`config.mk`:
```
export PLATFORM = sky130hd
export DESIGN_NAME = mesh_neighbor_route_table
export DESIGN_NICKNAME = d
export VERILOG_FILES = /design/src/hdl/mnrt_pkg.sv /design/src/hdl/mnrt_ram.sv /design/src/hdl/mnrt_cfg.sv /design/src/hdl/mnrt_engine.sv /design/src/hdl/mesh_neighbor_route_table.sv
export SDC_FILE = /design/constraint.sdc
export NUM_CORES = 1
export LEC_CHECK = 0
export ABC_AREA = 0
export ABC_CLOCK_PERIOD_IN_PS = 6200
export BUFFER_PORTS_ARGS = -buffer_cell sky130_fd_sc_hd__clkbuf_2
export CORE_MARGIN = 10
export CORE_UTILIZATION = 50
export CTS_BUF_LIST = sky130_fd_sc_hd__clkbuf_8
export DETAILED_ROUTE_END_ITERATION = 10
export PLACE_DENSITY = 0.66
export SYNTH_ARGS = -nofsm -noshare
export SYNTH_HDL_FRONTEND = slang
export SYNTH_SLANG_ARGS = --single-unit
```
`constraint.sdc`:
```
create_clock -name aclk -period 6.2 [get_ports aclk]
set_input_delay 1.24 -clock aclk [delete_from_list [all_inputs] [get_ports aclk]]
set_output_delay 1.24 -clock aclk [all_outputs]
set_load 0.05 [all_outputs]
```
`src/hdl/mnrt_pkg.sv`:
```
// shared types and constants for the mesh neighbor and route table
package mnrt_pkg;

    localparam int NODE_W      = 8;
    localparam int WEIGHT_W    = 10;
    localparam int HOPS_W      = 8;
    localparam int FUNC_W      = 3;
    localparam int CFG_INDEX_W = 2;
    localparam int CFG_DATA_W  = 10;

    localparam logic [WEIGHT_W-1:0] HEARD_STEP = WEIGHT_W'(10);

    localparam logic [NODE_W-1:0]   RST_OWN_ADDRESS     = NODE_W'(0);
    localparam logic [WEIGHT_W-1:0] RST_WEIGHT_CEILING  = WEIGHT_W'(100);
    localparam logic [WEIGHT_W-1:0] RST_TRUST_THRESHOLD = WEIGHT_W'(50);
    localparam logic [HOPS_W-1:0]   RST_HOP_LIMIT       = HOPS_W'(8);

    typedef enum logic [FUNC_W-1:0] {
        FUNC_HEARD  = 3'd0,
        FUNC_TICK   = 3'd1,
        FUNC_LEARN  = 3'd2,
        FUNC_PURGE  = 3'd3,
        FUNC_LOOKUP = 3'd4
    } func_t;

    typedef enum logic [CFG_INDEX_W-1:0] {
        CFG_OWN_ADDRESS     = 2'd0,
        CFG_WEIGHT_CEILING  = 2'd1,
        CFG_TRUST_THRESHOLD = 2'd2,
        CFG_HOP_LIMIT       = 2'd3
    } cfg_index_t;

    typedef struct packed {
        logic [NODE_W-1:0]   node;
        logic [WEIGHT_W-1:0] weight;
        logic                trust;
        logic [NODE_W-1:0]   via;
        logic [HOPS_W-1:0]   hops;
    } entry_t;

    localparam int ENTRY_W = $bits(entry_t);

    typedef struct packed {
        logic [NODE_W-1:0]   own_address;
        logic [WEIGHT_W-1:0] weight_ceiling;
        logic [WEIGHT_W-1:0] trust_threshold;
        logic [HOPS_W-1:0]   hop_limit;
    } cfg_regs_t;

    typedef enum logic [2:0] {
        ST_IDLE,
        ST_SCAN,
        ST_UPDATE,
        ST_TICK_WR,
        ST_TICK_PURGE,
        ST_TICK_RD,
        ST_DONE
    } state_t;

endpackage

```
`src/hdl/mnrt_ram.sv`:
```
// generic single-write single-read ram with registered read, write-first
module mnrt_ram #(
    parameter int WIDTH = 35,
    parameter int DEPTH = 16,
    localparam int ADDR_W = $clog2(DEPTH)
) (
    input  logic              aclk,
    input  logic              we,
    input  logic [ADDR_W-1:0] waddr,
    input  logic [WIDTH-1:0]  wdata,
    input  logic [ADDR_W-1:0] raddr,
    output logic [WIDTH-1:0]  rdata
);

    logic [WIDTH-1:0] mem [DEPTH];

    always_ff @(posedge aclk) begin
        if (we) begin
            mem[waddr] <= wdata;
        end
        if (we && (waddr == raddr)) begin
            rdata <= wdata;
        end else begin
            rdata <= mem[raddr];
        end
    end

endmodule

```
`src/hdl/mnrt_cfg.sv`:
```
// configuration register file
module mnrt_cfg (
    input  logic                                   aclk,
    input  logic                                   aresetn,
    input  logic                                   cfg_valid,
    output logic                                   cfg_ready,
    input  logic [mnrt_pkg::CFG_INDEX_W-1:0]       cfg_index,
    input  logic [mnrt_pkg::CFG_DATA_W-1:0]        cfg_data,
    output mnrt_pkg::cfg_regs_t                    cfg_regs
);

    mnrt_pkg::cfg_regs_t regs_reg;
    mnrt_pkg::cfg_regs_t regs_next;

    assign cfg_ready = 1'b1;
    assign cfg_regs  = regs_reg;

    always_comb begin
        regs_next = regs_reg;
        if (cfg_valid) begin
            case (cfg_index)
                mnrt_pkg::CFG_OWN_ADDRESS: begin
                    regs_next.own_address = cfg_data[mnrt_pkg::NODE_W-1:0];
                end
                mnrt_pkg::CFG_WEIGHT_CEILING: begin
                    regs_next.weight_ceiling = cfg_data[mnrt_pkg::WEIGHT_W-1:0];
                end
                mnrt_pkg::CFG_TRUST_THRESHOLD: begin
                    regs_next.trust_threshold = cfg_data[mnrt_pkg::WEIGHT_W-1:0];
                end
                mnrt_pkg::CFG_HOP_LIMIT: begin
                    regs_next.hop_limit = cfg_data[mnrt_pkg::HOPS_W-1:0];
                end
                default: begin
                    regs_next = regs_reg;
                end
            endcase
        end
    end

    always_ff @(posedge aclk) begin
        if (!aresetn) begin
            regs_reg.own_address     <= mnrt_pkg::RST_OWN_ADDRESS;
            regs_reg.weight_ceiling  <= mnrt_pkg::RST_WEIGHT_CEILING;
            regs_reg.trust_threshold <= mnrt_pkg::RST_TRUST_THRESHOLD;
            regs_reg.hop_limit       <= mnrt_pkg::RST_HOP_LIMIT;
        end else begin
            regs_reg <= regs_next;
        end
    end

endmodule

```
`src/hdl/mnrt_engine.sv`:
```
// table sequencer: sweeps, read-modify-write and result register
module mnrt_engine #(
    parameter int TABLE_ENTRIES = 16,
    localparam int IDX_W = $clog2(TABLE_ENTRIES)
) (
    input  logic                              aclk,
    input  logic                              aresetn,
    input  mnrt_pkg::cfg_regs_t               cfg,
    input  logic                              s_valid,
    output logic                              s_ready,
    input  logic [mnrt_pkg::FUNC_W-1:0]       s_func,
    input  logic [mnrt_pkg::NODE_W-1:0]       s_node,
    input  logic [mnrt_pkg::HOPS_W-1:0]       s_hops,
    input  logic [mnrt_pkg::NODE_W-1:0]       s_via,
    output logic                              m_valid,
    input  logic                              m_ready,
    output logic                              m_trusted,
    output logic [mnrt_pkg::NODE_W-1:0]       m_next_hop,
    output logic                              ram_we,
    output logic [IDX_W-1:0]                  ram_waddr,
    output mnrt_pkg::entry_t                  ram_wdata,
    output logic [IDX_W-1:0]                  ram_raddr,
    input  mnrt_pkg::entry_t                  ram_rdata
);

    localparam logic [IDX_W-1:0] LAST_IDX = IDX_W'(TABLE_ENTRIES - 1);

    mnrt_pkg::state_t                  state_reg, state_next;
    logic [mnrt_pkg::FUNC_W-1:0]       func_reg, func_next;
    logic [mnrt_pkg::NODE_W-1:0]       node_reg, node_next;
    logic [mnrt_pkg::HOPS_W-1:0]       hops_reg, hops_next;
    logic [mnrt_pkg::NODE_W-1:0]       via_reg, via_next;
    logic [IDX_W-1:0]                  idx_reg, idx_next;
    logic [IDX_W-1:0]                  tick_idx_reg, tick_idx_next;
    logic [mnrt_pkg::NODE_W-1:0]       pnode_reg, pnode_next;
    logic [TABLE_ENTRIES-1:0]          valid_reg, valid_next;
    logic [TABLE_ENTRIES-1:0]          written_reg, written_next;
    logic                              found_reg, found_next;
    logic [IDX_W-1:0]                  found_idx_reg, found_idx_next;
    mnrt_pkg::entry_t                  found_word_reg, found_word_next;
    logic                              free_reg, free_next;
    logic [IDX_W-1:0]                  free_idx_reg, free_idx_next;
    mnrt_pkg::entry_t                  free_word_reg, free_word_next;
    logic                              any_reg, any_next;
    logic                              any_trust_reg, any_trust_next;
    logic                              m_valid_reg, m_valid_next;
    logic                              m_trusted_reg, m_trusted_next;
    logic [mnrt_pkg::NODE_W-1:0]       m_next_hop_reg, m_next_hop_next;

    mnrt_pkg::entry_t                  cur;
    logic                              cur_valid;
    logic                              node_hit;
    logic                              idx_last;
    logic [IDX_W-1:0]                  idx_inc;
    logic [mnrt_pkg::WEIGHT_W-1:0]     w_dec;
    logic [mnrt_pkg::WEIGHT_W:0]       heard_sum;
    logic [mnrt_pkg::WEIGHT_W-1:0]     heard_weight;
    logic [mnrt_pkg::HOPS_W:0]         h1;
    logic                              learn_ok;

    // entries never written read as zero
    assign cur       = written_reg[idx_reg] ? ram_rdata : '0;
    assign cur_valid = valid_reg[idx_reg];
    assign node_hit  = (cur.node == node_reg);
    assign idx_last  = (idx_reg == LAST_IDX);
    assign idx_inc   = idx_last ? '0 : idx_reg + 1'b1;
    assign w_dec     = (cur.weight == '0) ? '0 : cur.weight - 1'b1;

    assign heard_sum    = {1'b0, found_word_reg.weight} + {1'b0, mnrt_pkg::HEARD_STEP};
    assign heard_weight = (heard_sum > {1'b0, cfg.weight_ceiling}) ?
                          cfg.weight_ceiling : heard_sum[mnrt_pkg::WEIGHT_W-1:0];
    assign h1           = {1'b0, hops_reg} + 1'b1;

    assign learn_ok = (s_node != '0) && (s_node != cfg.own_address) && (s_hops < cfg.hop_limit);

    assign m_valid    = m_valid_reg;
    assign m_trusted  = m_trusted_reg;
    assign m_next_hop = m_next_hop_reg;

    always_comb begin
        state_next      = state_reg;
        func_next       = func_reg;
        node_next       = node_reg;
        hops_next       = hops_reg;
        via_next        = via_reg;
        idx_next        = idx_reg;
        tick_idx_next   = tick_idx_reg;
        pnode_next      = pnode_reg;
        valid_next      = valid_reg;
        written_next    = written_reg;
        found_next      = found_reg;
        found_idx_next  = found_idx_reg;
        found_word_next = found_word_reg;
        free_next       = free_reg;
        free_idx_next   = free_idx_reg;
        free_word_next  = free_word_reg;
        any_next        = any_reg;
        any_trust_next  = any_trust_reg;
        m_valid_next    = m_valid_reg && !m_ready;
        m_trusted_next  = m_trusted_reg;
        m_next_hop_next = m_next_hop_reg;
        s_ready         = 1'b0;
        ram_we          = 1'b0;
        ram_waddr       = idx_reg;
        ram_wdata       = cur;
        ram_raddr       = idx_inc;

        case (state_reg)
            mnrt_pkg::ST_IDLE: begin
                s_ready   = 1'b1;
                ram_raddr = '0;
                if (s_valid) begin
                    func_next  = s_func;
                    node_next  = s_node;
                    hops_next  = s_hops;
                    via_next   = s_via;
                    idx_next   = '0;
                    found_next = 1'b0;
                    free_next  = 1'b0;
                    any_next   = 1'b0;
                    case (s_func)
                        mnrt_pkg::FUNC_HEARD,
                        mnrt_pkg::FUNC_PURGE,
                        mnrt_pkg::FUNC_LOOKUP: state_next = mnrt_pkg::ST_SCAN;
                        mnrt_pkg::FUNC_LEARN: begin
                            state_next = learn_ok ? mnrt_pkg::ST_SCAN : mnrt_pkg::ST_DONE;
                        end
                        mnrt_pkg::FUNC_TICK: state_next = mnrt_pkg::ST_TICK_WR;
                        default: state_next = mnrt_pkg::ST_DONE;
                    endcase
                end
            end

            mnrt_pkg::ST_SCAN: begin
                if ((func_reg == mnrt_pkg::FUNC_PURGE) && cur_valid && (cur.via == via_reg)) begin
                    valid_next[idx_reg] = 1'b0;
                end
                if (!found_reg && cur_valid && node_hit) begin
                    found_next      = 1'b1;
                    found_idx_next  = idx_reg;
                    found_word_next = cur;
                end
                if (!free_reg && !cur_valid) begin
                    free_next      = 1'b1;
                    free_idx_next  = idx_reg;
                    free_word_next = cur;
                end
                if (!any_reg && node_hit) begin
                    any_next       = 1'b1;
                    any_trust_next = cur.trust;
                end
                idx_next = idx_inc;
                if (idx_last) begin
                    if ((func_reg == mnrt_pkg::FUNC_HEARD) || (func_reg == mnrt_pkg::FUNC_LEARN)) begin
                        state_next = mnrt_pkg::ST_UPDATE;
                    end else begin
                        state_next = mnrt_pkg::ST_DONE;
                    end
                end
            end

            mnrt_pkg::ST_UPDATE: begin
                if (func_reg == mnrt_pkg::FUNC_HEARD) begin
                    if (found_reg) begin
                        ram_we           = 1'b1;
                        ram_waddr        = found_idx_reg;
                        ram_wdata        = found_word_reg;
                        ram_wdata.weight = heard_weight;
                        ram_wdata.via    = '0;
                        ram_wdata.hops   = mnrt_pkg::HOPS_W'(1);
                    end else if (free_reg) begin
                        ram_we           = 1'b1;
                        ram_waddr        = free_idx_reg;
                        ram_wdata.node   = node_reg;
                        ram_wdata.weight = mnrt_pkg::HEARD_STEP;
                        ram_wdata.trust  = free_word_reg.trust;
                        ram_wdata.via    = '0;
                        ram_wdata.hops   = mnrt_pkg::HOPS_W'(1);
                        valid_next[free_idx_reg] = 1'b1;
                    end
                end else begin
                    if (found_reg) begin
                        if (({1'b0, found_word_reg.hops} > h1) || !found_word_reg.trust) begin
                            ram_we         = 1'b1;
                            ram_waddr      = found_idx_reg;
                            ram_wdata      = found_word_reg;
                            ram_wdata.via  = via_reg;
                            ram_wdata.hops = h1[mnrt_pkg::HOPS_W-1:0];
                        end
                    end else if (free_reg) begin
                        ram_we           = 1'b1;
                        ram_waddr        = free_idx_reg;
                        ram_wdata.node   = node_reg;
                        ram_wdata.weight = free_word_reg.weight;
                        ram_wdata.trust  = 1'b1;
                        ram_wdata.via    = via_reg;
                        ram_wdata.hops   = h1[mnrt_pkg::HOPS_W-1:0];
                        valid_next[free_idx_reg] = 1'b1;
                    end
                end
                state_next = mnrt_pkg::ST_DONE;
            end

            mnrt_pkg::ST_TICK_WR: begin
                ram_we           = 1'b1;
                ram_wdata.weight = w_dec;
                if (cur_valid && (cur.via == '0)) begin
                    if (w_dec == '0) begin
                        valid_next[idx_reg] = 1'b0;
                    end else if (w_dec > cfg.trust_threshold) begin
                        ram_wdata.trust = 1'b1;
                    end else begin
                        ram_wdata.trust = 1'b0;
                    end
                end
                if (cur_valid && (cur.via == '0) && (w_dec != '0)
                        && (w_dec <= cfg.trust_threshold)) begin
                    // untrusted neighbor: sweep out its routes
                    pnode_next    = cur.node;
                    tick_idx_next = idx_reg;
                    idx_next      = '0;
                    ram_raddr     = '0;
                    state_next    = mnrt_pkg::ST_TICK_PURGE;
                end else if (idx_last) begin
                    state_next = mnrt_pkg::ST_DONE;
                end else begin
                    idx_next = idx_inc;
                end
            end

            mnrt_pkg::ST_TICK_PURGE: begin
                if (cur_valid && (cur.via == pnode_reg)) begin
                    valid_next[idx_reg] = 1'b0;
                end
                idx_next = idx_inc;
                if (idx_last) begin
                    if (tick_idx_reg == LAST_IDX) begin
                        state_next = mnrt_pkg::ST_DONE;
                    end else begin
                        idx_next   = tick_idx_reg + 1'b1;
                        state_next = mnrt_pkg::ST_TICK_RD;
                    end
                end
            end

            mnrt_pkg::ST_TICK_RD: begin
                ram_raddr  = idx_reg;
                state_next = mnrt_pkg::ST_TICK_WR;
            end

            mnrt_pkg::ST_DONE: begin
                if (!m_valid_reg || m_ready) begin
                    m_valid_next    = 1'b1;
                    m_trusted_next  = (func_reg == mnrt_pkg::FUNC_HEARD) &&
                                      (found_reg ? any_trust_reg :
                                                   (free_reg && free_word_reg.trust));
                    if ((func_reg == mnrt_pkg::FUNC_LOOKUP) && found_reg) begin
                        m_next_hop_next = (found_word_reg.via == '0) ? node_reg :
                                                                       found_word_reg.via;
                    end else begin
                        m_next_hop_next = '0;
                    end
                    state_next = mnrt_pkg::ST_IDLE;
                end
            end

            default: begin
                state_next = mnrt_pkg::ST_IDLE;
            end
        endcase

        if (ram_we) begin
            written_next[ram_waddr] = 1'b1;
        end
    end

    always_ff @(posedge aclk) begin
        if (!aresetn) begin
            state_reg   <= mnrt_pkg::ST_IDLE;
            valid_reg   <= '0;
            written_reg <= '0;
            m_valid_reg <= 1'b0;
        end else begin
            state_reg   <= state_next;
            valid_reg   <= valid_next;
            written_reg <= written_next;
            m_valid_reg <= m_valid_next;
        end
    end

    always_ff @(posedge aclk) begin
        func_reg       <= func_next;
        node_reg       <= node_next;
        hops_reg       <= hops_next;
        via_reg        <= via_next;
        idx_reg        <= idx_next;
        tick_idx_reg   <= tick_idx_next;
        pnode_reg      <= pnode_next;
        found_reg      <= found_next;
        found_idx_reg  <= found_idx_next;
        found_word_reg <= found_word_next;
        free_reg       <= free_next;
        free_idx_reg   <= free_idx_next;
        free_word_reg  <= free_word_next;
        any_reg        <= any_next;
        any_trust_reg  <= any_trust_next;
        m_trusted_reg  <= m_trusted_next;
        m_next_hop_reg <= m_next_hop_next;
    end

`ifndef SYNTHESIS
    a_write_phase: assert property (@(posedge aclk) disable iff (!aresetn)
        ram_we |-> (state_reg == mnrt_pkg::ST_UPDATE) || (state_reg == mnrt_pkg::ST_TICK_WR))
        else $error("table write outside an update phase");

    a_valid_written: assert property (@(posedge aclk) disable iff (!aresetn)
        (valid_reg & ~written_reg) == '0)
        else $error("valid entry that was never written");

    a_accept_leaves_idle: assert property (@(posedge aclk) disable iff (!aresetn)
        (s_valid && s_ready) |=> (state_reg != mnrt_pkg::ST_IDLE))
        else $error("accepted transaction did not start");

    a_result_from_done: assert property (@(posedge aclk) disable iff (!aresetn)
        $rose(m_valid_reg) |-> ($past(state_reg) == mnrt_pkg::ST_DONE))
        else $error("result raised outside the done state");
`endif

endmodule

```
`src/hdl/mesh_neighbor_route_table.sv`:
```
// Mesh neighbor and route table, top level.
// Input channel s_*: one transaction per operation. s_tuser carries the
// operation (heard, tick, learn, purge, lookup); s_tdata carries node_id,
// hop_count and via_neighbor. Every input transaction gives exactly one
// result transaction on m_*: is_trusted (heard) and next_hop (lookup).
// Configuration channel cfg_*: register writes, always ready; write only
// while the table is idle.
// The table lives in one ram with a registered read; valid and written
// flags are flip-flops. Each operation but a rejected learn or an unused
// code is a sweep of that ram, one entry per cycle. Heard and an accepted
// learn then write back in an update step. A tick pauses its sweep for
// a further sweep over the whole table for every direct neighbor whose
// weight falls to or below the trust threshold but not to zero, to sweep
// out its routes. The result appears in the cycle in which s_tready is
// back high.
// One operation is handled at a time; s_tready is high while idle.
// The result sits in an output register: the next operation is accepted
// while it waits, and finishes only once m_tready has taken the earlier one.
// Reset (aresetn low, synchronous) empties the table at once and restores
// the register defaults; no clearing pass is needed.
module mesh_neighbor_route_table #(
    parameter int TABLE_ENTRIES = 16
) (
    input  logic                                aclk,
    input  logic                                aresetn,
    input  logic                                s_tvalid,
    output logic                                s_tready,
    input  logic [23:0]                         s_tdata,  // node_id, hop_count, via_neighbor
    input  logic [mnrt_pkg::FUNC_W-1:0]         s_tuser,  // func
    output logic                                m_tvalid,
    input  logic                                m_tready,
    output logic [15:0]                         m_tdata,  // is_trusted, next_hop, zero pad
    input  logic                                cfg_valid,
    output logic                                cfg_ready,
    input  logic [mnrt_pkg::CFG_INDEX_W-1:0]    cfg_index,
    input  logic [mnrt_pkg::CFG_DATA_W-1:0]     cfg_data
);

    localparam int IDX_W = $clog2(TABLE_ENTRIES);

    mnrt_pkg::cfg_regs_t             cfg_regs;
    logic                            ram_we;
    logic [IDX_W-1:0]                ram_waddr;
    mnrt_pkg::entry_t                ram_wdata;
    logic [IDX_W-1:0]                ram_raddr;
    mnrt_pkg::entry_t                ram_rdata;
    logic                            m_trusted;
    logic [mnrt_pkg::NODE_W-1:0]     m_next_hop;

    assign m_tdata = {7'b0, m_next_hop, m_trusted};

    mnrt_cfg u_cfg (
        .aclk      (aclk),
        .aresetn   (aresetn),
        .cfg_valid (cfg_valid),
        .cfg_ready (cfg_ready),
        .cfg_index (cfg_index),
        .cfg_data  (cfg_data),
        .cfg_regs  (cfg_regs)
    );

    mnrt_ram #(
        .WIDTH (mnrt_pkg::ENTRY_W),
        .DEPTH (TABLE_ENTRIES)
    ) u_ram (
        .aclk  (aclk),
        .we    (ram_we),
        .waddr (ram_waddr),
        .wdata (ram_wdata),
        .raddr (ram_raddr),
        .rdata (ram_rdata)
    );

    mnrt_engine #(
        .TABLE_ENTRIES (TABLE_ENTRIES)
    ) u_engine (
        .aclk       (aclk),
        .aresetn    (aresetn),
        .cfg        (cfg_regs),
        .s_valid    (s_tvalid),
        .s_ready    (s_tready),
        .s_func     (s_tuser),
        .s_node     (s_tdata[7:0]),
        .s_hops     (s_tdata[15:8]),
        .s_via      (s_tdata[23:16]),
        .m_valid    (m_tvalid),
        .m_ready    (m_tready),
        .m_trusted  (m_trusted),
        .m_next_hop (m_next_hop),
        .ram_we     (ram_we),
        .ram_waddr  (ram_waddr),
        .ram_wdata  (ram_wdata),
        .ram_raddr  (ram_raddr),
        .ram_rdata  (ram_rdata)
    );

endmodule
```
**Yosys cells after proc, flatten, opt, wreduce, memory -nomap -nowiden**

Memory sizes are Yosys's and may differ from the RTL's. A register that Yosys moved wholly into a read port is not among the register bits.
Cells that the tools add are included.

- Add/sub/neg operators: 5
- Magnitude comparators: 11
- Eq/ne operators: 37
- Mux-type cells: 78
- Bitwise logic cells: 4
- Reductions and logical operators: 59

Operators by type and width:

| operator | count |
|---|---|
| 35-bit two-way mux | 7 |
| 16-bit two-way mux | 7 |
| 16-bit one-hot mux with 4 select lines | 1 |
| 4-bit two-way mux | 13 |
| 16-bit OR | 2 |
| 8-bit equality test | 3 |
| 3-bit two-way mux | 8 |
| 1-bit two-way mux | 23 |
| 2-bit by 1-bit != test with 1-bit output (second input constant) | 11 |
| 11-bit one-hot mux with 2 select lines | 1 |
| 3-bit one-hot mux with 7 select lines | 1 |
| 10-bit zero test | 2 |
| 10-bit two-way mux | 2 |
| 2-bit AND reduction | 10 |
| 1-bit logical AND | 19 |
| 3-bit by 2-bit equality test with 1-bit output (second input constant) | 6 |
| 16-bit AND | 1 |
| 8-bit zero test | 2 |
| 8-bit two-way mux | 2 |
| 16-bit inverter | 1 |
| 4-bit one-hot mux with 4 select lines | 1 |
| 3-bit equality test (second input constant) | 5 |
| 4-bit by 5-bit < comparator with 1-bit output (second input constant) | 3 |
| 1-bit demux with 4-bit select | 3 |
| 35 further kinds | 60 |

- Register bits: 182
- Bits in writable memories: 560
- Bits of input ports: 44
- Output and inout port bits: 19
- Logic and storage cells: 225
- Memories: 1

Memory list:

| name | words | bits a word | read ports | clocked after Yosys merged registers in | wr ports | line | RTL |
|---|---|---|---|---|---|---|---|
| u_ram.mem | 16 | 35 | 1 | 1 | 1 | mnrt_ram.sv:15 | `logic [WIDTH-1:0] mem [DEPTH];` |

**Logic depth before layout (Yosys ltp)**

Gate-level depths: netlist (run 1).

- Word-level depth: 12
- Gate-level depth with buffers: 29
- Depth with buffers taken out: 22

**Cells and area by module**

A second synthesis (run 1) with hierarchy kept.

- Cell total of the unflattened synthesis: 2122
- Area total of the unflattened synthesis: 32703.9 um2

By module, submodules not included:

| module | instances | cells each | area each (um2) | seq. area each (um2) |
|---|---|---|---|---|
| mnrt_ram | 1 | 883 | 21433.1 | 16896.2 |
| mnrt_engine | 1 | 1088 | 9798.1 | 4023.9 |
| mnrt_cfg | 1 | 142 | 1408.9 | 720.7 |
| mesh_neighbor_route_table | 1 | 9 | 63.8 | 0.0 |

**Worst setup path before layout (run 1)**

OpenSTA, ideal clock, no wires.

- Path kind: register to register
- From: reg with a tool-made name
- To: reg u_engine.pnode_reg[0] in the netlist's numbering (enable)
- Setup time: 0.385 ns
- Arrival: 5.262 ns
- Required time: 5.815 ns
- Slack: 0.554 ns
- Stages on the path, launching flop included: 26
- Path buffers: 7
- Period minus slack after synthesis: 5.646 ns
- Path through: dfxtp_1 -> buf_6 -> buf_4 -> buf_2 -> buf_4 -> buf_4 -> buf_4 -> mux4_2 -> a211oi_1 -> a211oi_1 -> inv_1 -> ha_1 -> clkbuf_2 -> o31ai_1 -> nor3_4 -> nor2_1 -> ha_1 -> nor2b_1 -> o21a_1 -> o21a_1 -> o211ai_1 -> a21o_1 -> a21oi_1 -> nor2_1 -> o31ai_2 -> nor2_1

RTL lines:

| what | line | RTL |
|---|---|---|
| end signal: assignment | mnrt_engine.sv:298 | `pnode_reg <= pnode_next;` |
| end: declaration | mnrt_engine.sv:35 | `logic [mnrt_pkg::NODE_W-1:0] pnode_reg, pnode_next;` |

==> impl_results.md, run 1 <==
* Run status: complete, no violations
* Antenna Violating Nets Remaining at 0
* Setup TNS at 0 ps
* Unique masters post-synth at 95
* Hold Worst Slack at 456 ps
* Core Rows at 93
* Flop pwr share at 44.9%
* First-pass GRT wire length at 124000 um
* Avg Cell Area, Syn at 15.6 um2
* Pint at ~9.7 mW
* Finished Layout Cells at 3175
* Initial Util at 50.4%
* Total Routed Length at 82600 um
* Max Freq at 182 MHz
* Overall via count from detail_route at approximately 20000
* Dpl hpwl at 52100 um
* CTS tree: done
* Post-synth ARST share at 0%
* Area grow syn2layout at 11.4%
* Min-Delay Path Class: reg2reg
* Core Area at about 64000 um2
* Area of the multi-input gates at 10100 um2
* Die ar. at 75400 um2
* Max IR drop VDD at 0.208 mV
* Post-Syn Instances at 2084
* Number of global-route vias before repair at 19400
* Hold Crit Start: u_cfg.cfg_regs[25]
* Cell family contributing the most delay on the critical path: simple AND/OR/NAND/NOR gates
* Total iterations of the first detailed-routing run at 8
* Finished Cell Area at 36100 um2
* IO Pins at 63
* Min cycle time layout at 5510 ps
* Fin crit share at 88.8%
* Gpl congestion at 0.919
* Grt total ovfl at 0
* Post-DP Area at 33900 um2
* Final setup fails at 0
* Reg area at 21700 um2
* Initial antenna violation count at 2
* Switching share of power at 32.9%
* Clk network pwr share at between 20% and 30%
* Flops & latches, synth at around 750
* DRC viols at 0
* Kind of critical path: reg2reg
* Largest net degree at the start of global routing at between 50 and 60
* Clk root buf: clkbuf_8
* PnR worst setup slack at 694 ps
* Pre-CTS setup slack at around 770 ps
* Sequential area share after synthesis at 66.8%
* Number of post-CTS setup repair buffers at 0
* Die Y at about 270 um
* Routed WL per cell at between 20 and 30 um
* Crit path DAT at just under 6000 ps
* Critical-path maximum fanout at 49
* Power per cell area at ~400 nW/um2
* CP Launch Type: flop
* Gr usage total at 21.9%
* Final Max Slew Viols at 0
* RSZ-0062 raised after global routing: no
* Rel. slew slack at a little over a tenth
* Sum of buffers and inverters on the critical path at 0
* Reg clk slew, reported paths at around 60 ps
* Share of cells above drive strength 1 at a little over a fifth
* Placed insts at 2955
* Num CTS Buffers at 117
* Pleak at 12.2 nW
* Filler Cell Count at 5008
* Synth warnings at 0
* # port buffers at 54
* Routed vias/inst at 6.12
* Prevailing post-synth register cell: edfxtp_1
* Max reg flops at 560
* Die width at 275 um
* Overall Power at around 14 mW
* Post-synth EDFFs at 670
* DR iter-0 viols at 2213
* Most frequent cell on the critical path: nor2_1
* CTS Sinks at 746
* Max_cap viols at 0
* Most common cell after layout, fill and taps aside: edfxtp_1
* Crit path max-delay cell type: dfxtp_4
* Tightest Pin Transition at 1340 ps
* Most frequent cells in the layout: 670 x edfxtp_1, 174 x nand2_1, 154 x mux4_2
* H-Tree Depth at 3
* Combinational share of power at 27.7%
* # resized after CTS at 0
* CP max stage delay at 890 ps
* Endpoint class of the critical path: flop
* Worst Clk Skew at 42.9 ps
* Later-pin clock latency in the skew report at 740 ps
* CP Cell Sequence: and2_0, a22oi_1, a21boi_0, or3_1, ha_1, o31ai_1, nor3_4, nor2_1, ha_1, nor2b_1, o21a_1, o21a_1, o211ai_1, a21o_1, a21oi_1, nor2_1, o31ai_2, and2_1, nor2_1, o32ai_2
* Hold_buf cts at 0
* Final Hold Vio Count at 0
* WP data required at 6660 ps
* Final core occ at 56.1%
* Maximum root-to-sink buffer count at 3
* Sw Pwr at between 4 and 5 mW
* Fin nets at roughly 2300
* Cell area after synthesis at 32400 um2
==> cell usage after synthesis (18+ instances only) <==
cell      number  area (um2)
a21oi_1       89         445
a22oi_1       20         150
a31oi_1       19         119
buf_2         18        90.1
buf_4         19         143
clkbuf_1      50         188
dfxtp_1       76        1520
edfxtp_1     670       20100
ha_1          43         538
inv_1         73         274
mux2i_1       44         440
mux4_2       154        3470
nand2_1      174         653
nand3_1       27         135
nor2_1       138         518
nor3_1        22         110
o21ai_0       68         340
o22ai_1       20         125
xnor2_1       29         254
xor2_1        18         158
==> cell families (layout without fill, tap and decap cells) <==
group,after synthesis,after routing,share of synthesized area (%)
flip-flops,746,746,66.8
adder cells (fa/ha/maj),43,43,1.66
other,2,9,0.0232
AND/OR/NAND/NOR,482,482,7.02
XOR/XNOR,47,47,1.27
buffers and inverters,184,413,2.68
AO/OA/AOI/OAI,369,369,7.75
multiplexers,211,211,12.8
==> cell type report <==
class	instances	share of cell area [%]
clock buffer	123	4.69
antenna	1	0.00693
multi-input combinational	1160	27.9
clock inverter	96	1.49
timing repair buffer	121	2.25
tap	855	2.96
sequential	746	60.0
inverter	73	0.759
==> tightest hold or removal path: stages (launching register included) <==
cell	delay, ps
dfxtp_1	310
nand2_1	50
a21oi_1	50
==> power by group through the flow <==
stage | clock network, mW | registers [mW] | logic (mW)
finish | 3.95 | 6.49 | 4.01
detailed placement | 0 | 6.58 | 3.99
global route | 4.27 | 6.53 | 4.31
CTS | 4.03 | 6.49 | 4.00
floorplan | 0 | 6.31 | 3.01
global placement | 0 | 6.57 | 3.93
==> layer usage <==
metal	global-route usage (%)	wire length [um]
met5	0	0
met4	8.02	2480
met3	4.06	7110
met2	33.9	38400
met1	30.9	34500
==> worst paths after layout <==
path	slack, ps	endpoint	cells past startpoint
max	690	u_engine.idx_reg[0]	20
min	460	u_cfg.cfg_regs[25]	2
max reg2reg	690	u_engine.idx_reg[0]	20
min reg2reg	460	u_cfg.cfg_regs[25]	2
Power figures use the tool's default switching activity.
==> run 2, diff against run 1 <==
- BUFFER_PORTS_ARGS: -buffer_cell sky130_fd_sc_hd__clkbuf_2 -> -buffer_cell sky130_fd_sc_hd__buf_2
==> run 2 against run 1 <==
Die area unchanged. Sequential share of layout area decreased by 0.081 points. Non-clock buffer count increased by 6. Via count up 0.34%. Clock power is essentially flat. Wire length is 0.22% higher. First-iteration DRC count is 0.99% lower. Core utilization grew 0.076 points. Total power grew 0.20%. Largest power group unchanged. Design area grew 0.14%.
==> impl_results.md, run 2 (synthesis gave the netlist of run 1 again) <==
* Switching share of power at 32.7%
* CP Launch Type: flop
* Total iterations of the first detailed-routing run at 5
* Area grow syn2layout at 11.5%
* Power per cell area at 400 nW/um2
* First-pass GRT wire length at about 130000 um
* Fin crit share at 88.6%
* Kind of critical path: reg2reg
* DRC viols at 0
* Antenna Violating Nets Remaining at 0
* GRT busiest layer: met2
* Area of the multi-input gates at slightly above 10000 um2
* Pre-CTS setup slack at 714 ps
* Sum of buffers and inverters on the critical path at 0
* Worst Clk Skew at 42.4 ps
* Dpl hpwl at 54100 um
* Cell family contributing the most delay on the critical path: compound AO/OA/AOI/OAI gates
* Tightest Pin Transition at 1430 ps
* Initial Util at 50.4%
* WP data required at 6570 ps
* RSZ-0062 raised after global routing: no
* End of the worst hold path: u_engine.written_reg[14]
* CTS Sinks at 746
* Die ar. at 75400 um2
* Total Routed Length at 82700 um
* Share of cells above drive strength 1 at 21.3%
* # resized after CTS at 0
* Largest net degree at the start of global routing at 81
* Min cycle time layout at around 5500 ps
* Pleak at 12.2 nW
* Final setup fails at 0
* Overall Power at between 10 and 15 mW
* Hold path depth at 2
* Fin nets at 2312
* Routed vias/inst at 6.15
* Pint at just under 10 mW
* Combinational share of power at 28.3%
* Run status: complete, no violations
* Initial antenna violation count at 1
* Num CTS Buffers at 117
* Filler Cell Count at 5084
* Rel. slew slack at 4.83%
* CP Cell Sequence: and2_0, a22oi_1, a21boi_0, or3_1, ha_1, o31ai_1, nor3_4, nor2_1, ha_1, nor2b_1, o21a_1, o21a_1, o211ai_1, a21o_1, a21oi_1, nor2_1, o31ai_2, a31oi_1
* Routed WL per cell at between 20 and 30 um
* DR iter-0 viols at 2191
* Max_cap viols at 0
* Core Rows at 93
* Overall via count from detail_route at approximately 20000
* Max reg flops at 560
* Core Area at 64300 um2
* CP max stage delay at approximately 930 ps
* Placed insts at 2960
* Min-Delay Path Class: reg2reg
* Final Hold Vio Count at 0
* Grt total ovfl at 0
* Most frequent cells in the layout: 670 x edfxtp_1, 174 x nand2_1, 154 x mux4_2
* Gpl congestion at ~0.91
* Max IR drop VDD at 0.215 mV
* Die width at 275 um
* Clk root buf: clkbuf_8
* Reg clk slew, reported paths at 60 ps
* H-Tree Depth at 3
* IO Pins at 63
* Final Max Slew Viols at 0
* PnR worst setup slack at 707 ps
* Reg area at 21700 um2
* Finished Layout Cells at 3170
* Cell count of the worst reg-to-reg path at 18
* Die Y at 275 um
* CTS tree: done
* Setup TNS at 0 ps
* Number of post-CTS setup repair buffers at 0
* Met1 Use GR at between 30% and 40%
* Grt met2 use at between 30% and 40%
* Critical path depth in cells at 18
* Most common cell after layout, fill and taps aside: edfxtp_1
* Number of global-route vias before repair at 19600
* Flop pwr share at between 40% and 50%
* Clk network pwr share at between 20% and 30%
* Reg2Reg Setup Slack at 710 ps
* R2R Path End: u_engine.idx_reg[3]
* Crit path max-delay cell type: dfxtp_4
* Met3 Track Usage GR at 4.25%
* Sw Pwr at 4.74 mW
* Endpoint class of the critical path: flop
* Gr usage total at around 22%
* Maximum root-to-sink buffer count at 3
* Critical-path maximum fanout at 54
* Hold Crit Start: u_engine.written_reg[14]
* # port buffers at 54
* Max Freq at 182 MHz
* Crit path DAT at between 5000 and 6000 ps
* Later-pin clock latency in the skew report at 730 ps
* Hold_buf cts at 0
run 2: cell count changes in the layout (fill, tap and decap cells not counted), sizes merged:
cell	delta
clkinv	-9
clkinvlp	-1
inv	-4
buf	+60
clkbuf	-51
run 2: how the worst max path moves through the flow:
stage / end / slack (ps)
after floorplan: u_engine.pnode_reg[0] / 550
after global placement: u_engine.idx_reg[0] / 820
after detailed placement: u_engine.idx_reg[3] / 710
after CTS: u_engine.idx_reg[2] / 730
after global routing: u_engine.idx_reg[3] / 270
final: u_engine.idx_reg[3] / 710
run 2: metrics by stage:
stage | utilization, % | cell area (um2) | hold WS, ps
after global routing | 56.2 | 36100 | 477
after CTS | 56.2 | 36100 | 451
after detailed placement | 52.7 | 33900 | 437
after global placement | 52.7 | 33900 | 439
final | 56.2 | 36100 | 449
after floorplan | - | 32400 | 420
run 2: cell type report:
class | instances | share of cell area (%)
Clock inverter | 82 | 1.28
Multi-Input combinational cell | 1160 | 27.8
Tap cell | 855 | 2.96
Timing Repair Buffer | 127 | 2.47
Inverter | 73 | 0.758
Antenna cell | 1 | 0.00692
Sequential cell | 746 | 59.9
Clock buffer | 126 | 4.80
run 2: tightest hold or removal path, stage by stage, from the launching register on:
cell and delay [ps]:
dfxtp_1 320, nand2_1 40, o21ai_0 60
run 2: power by group through the flow:
stage          registers [mW]  logic (mW)  clock network [mW]
3_3_place_gp             6.54        4.00                   0
3_5_place_dp             6.56        4.06                   0
5_1_grt                  6.50        4.40                4.24
4_1_cts                  6.46        4.07                4.01
6_report                 6.46        4.09                3.92
2_1_floorplan            6.31        3.01                   0
run 2: metal layers:
metal | vias to the layer above | part of all wire [%]
met1 | 9958 | 43
met2 | 891 | 46
met5 | - | 0
met4 | 0 | 2.7
li1 | 8499 | -
met3 | 145 | 8.4
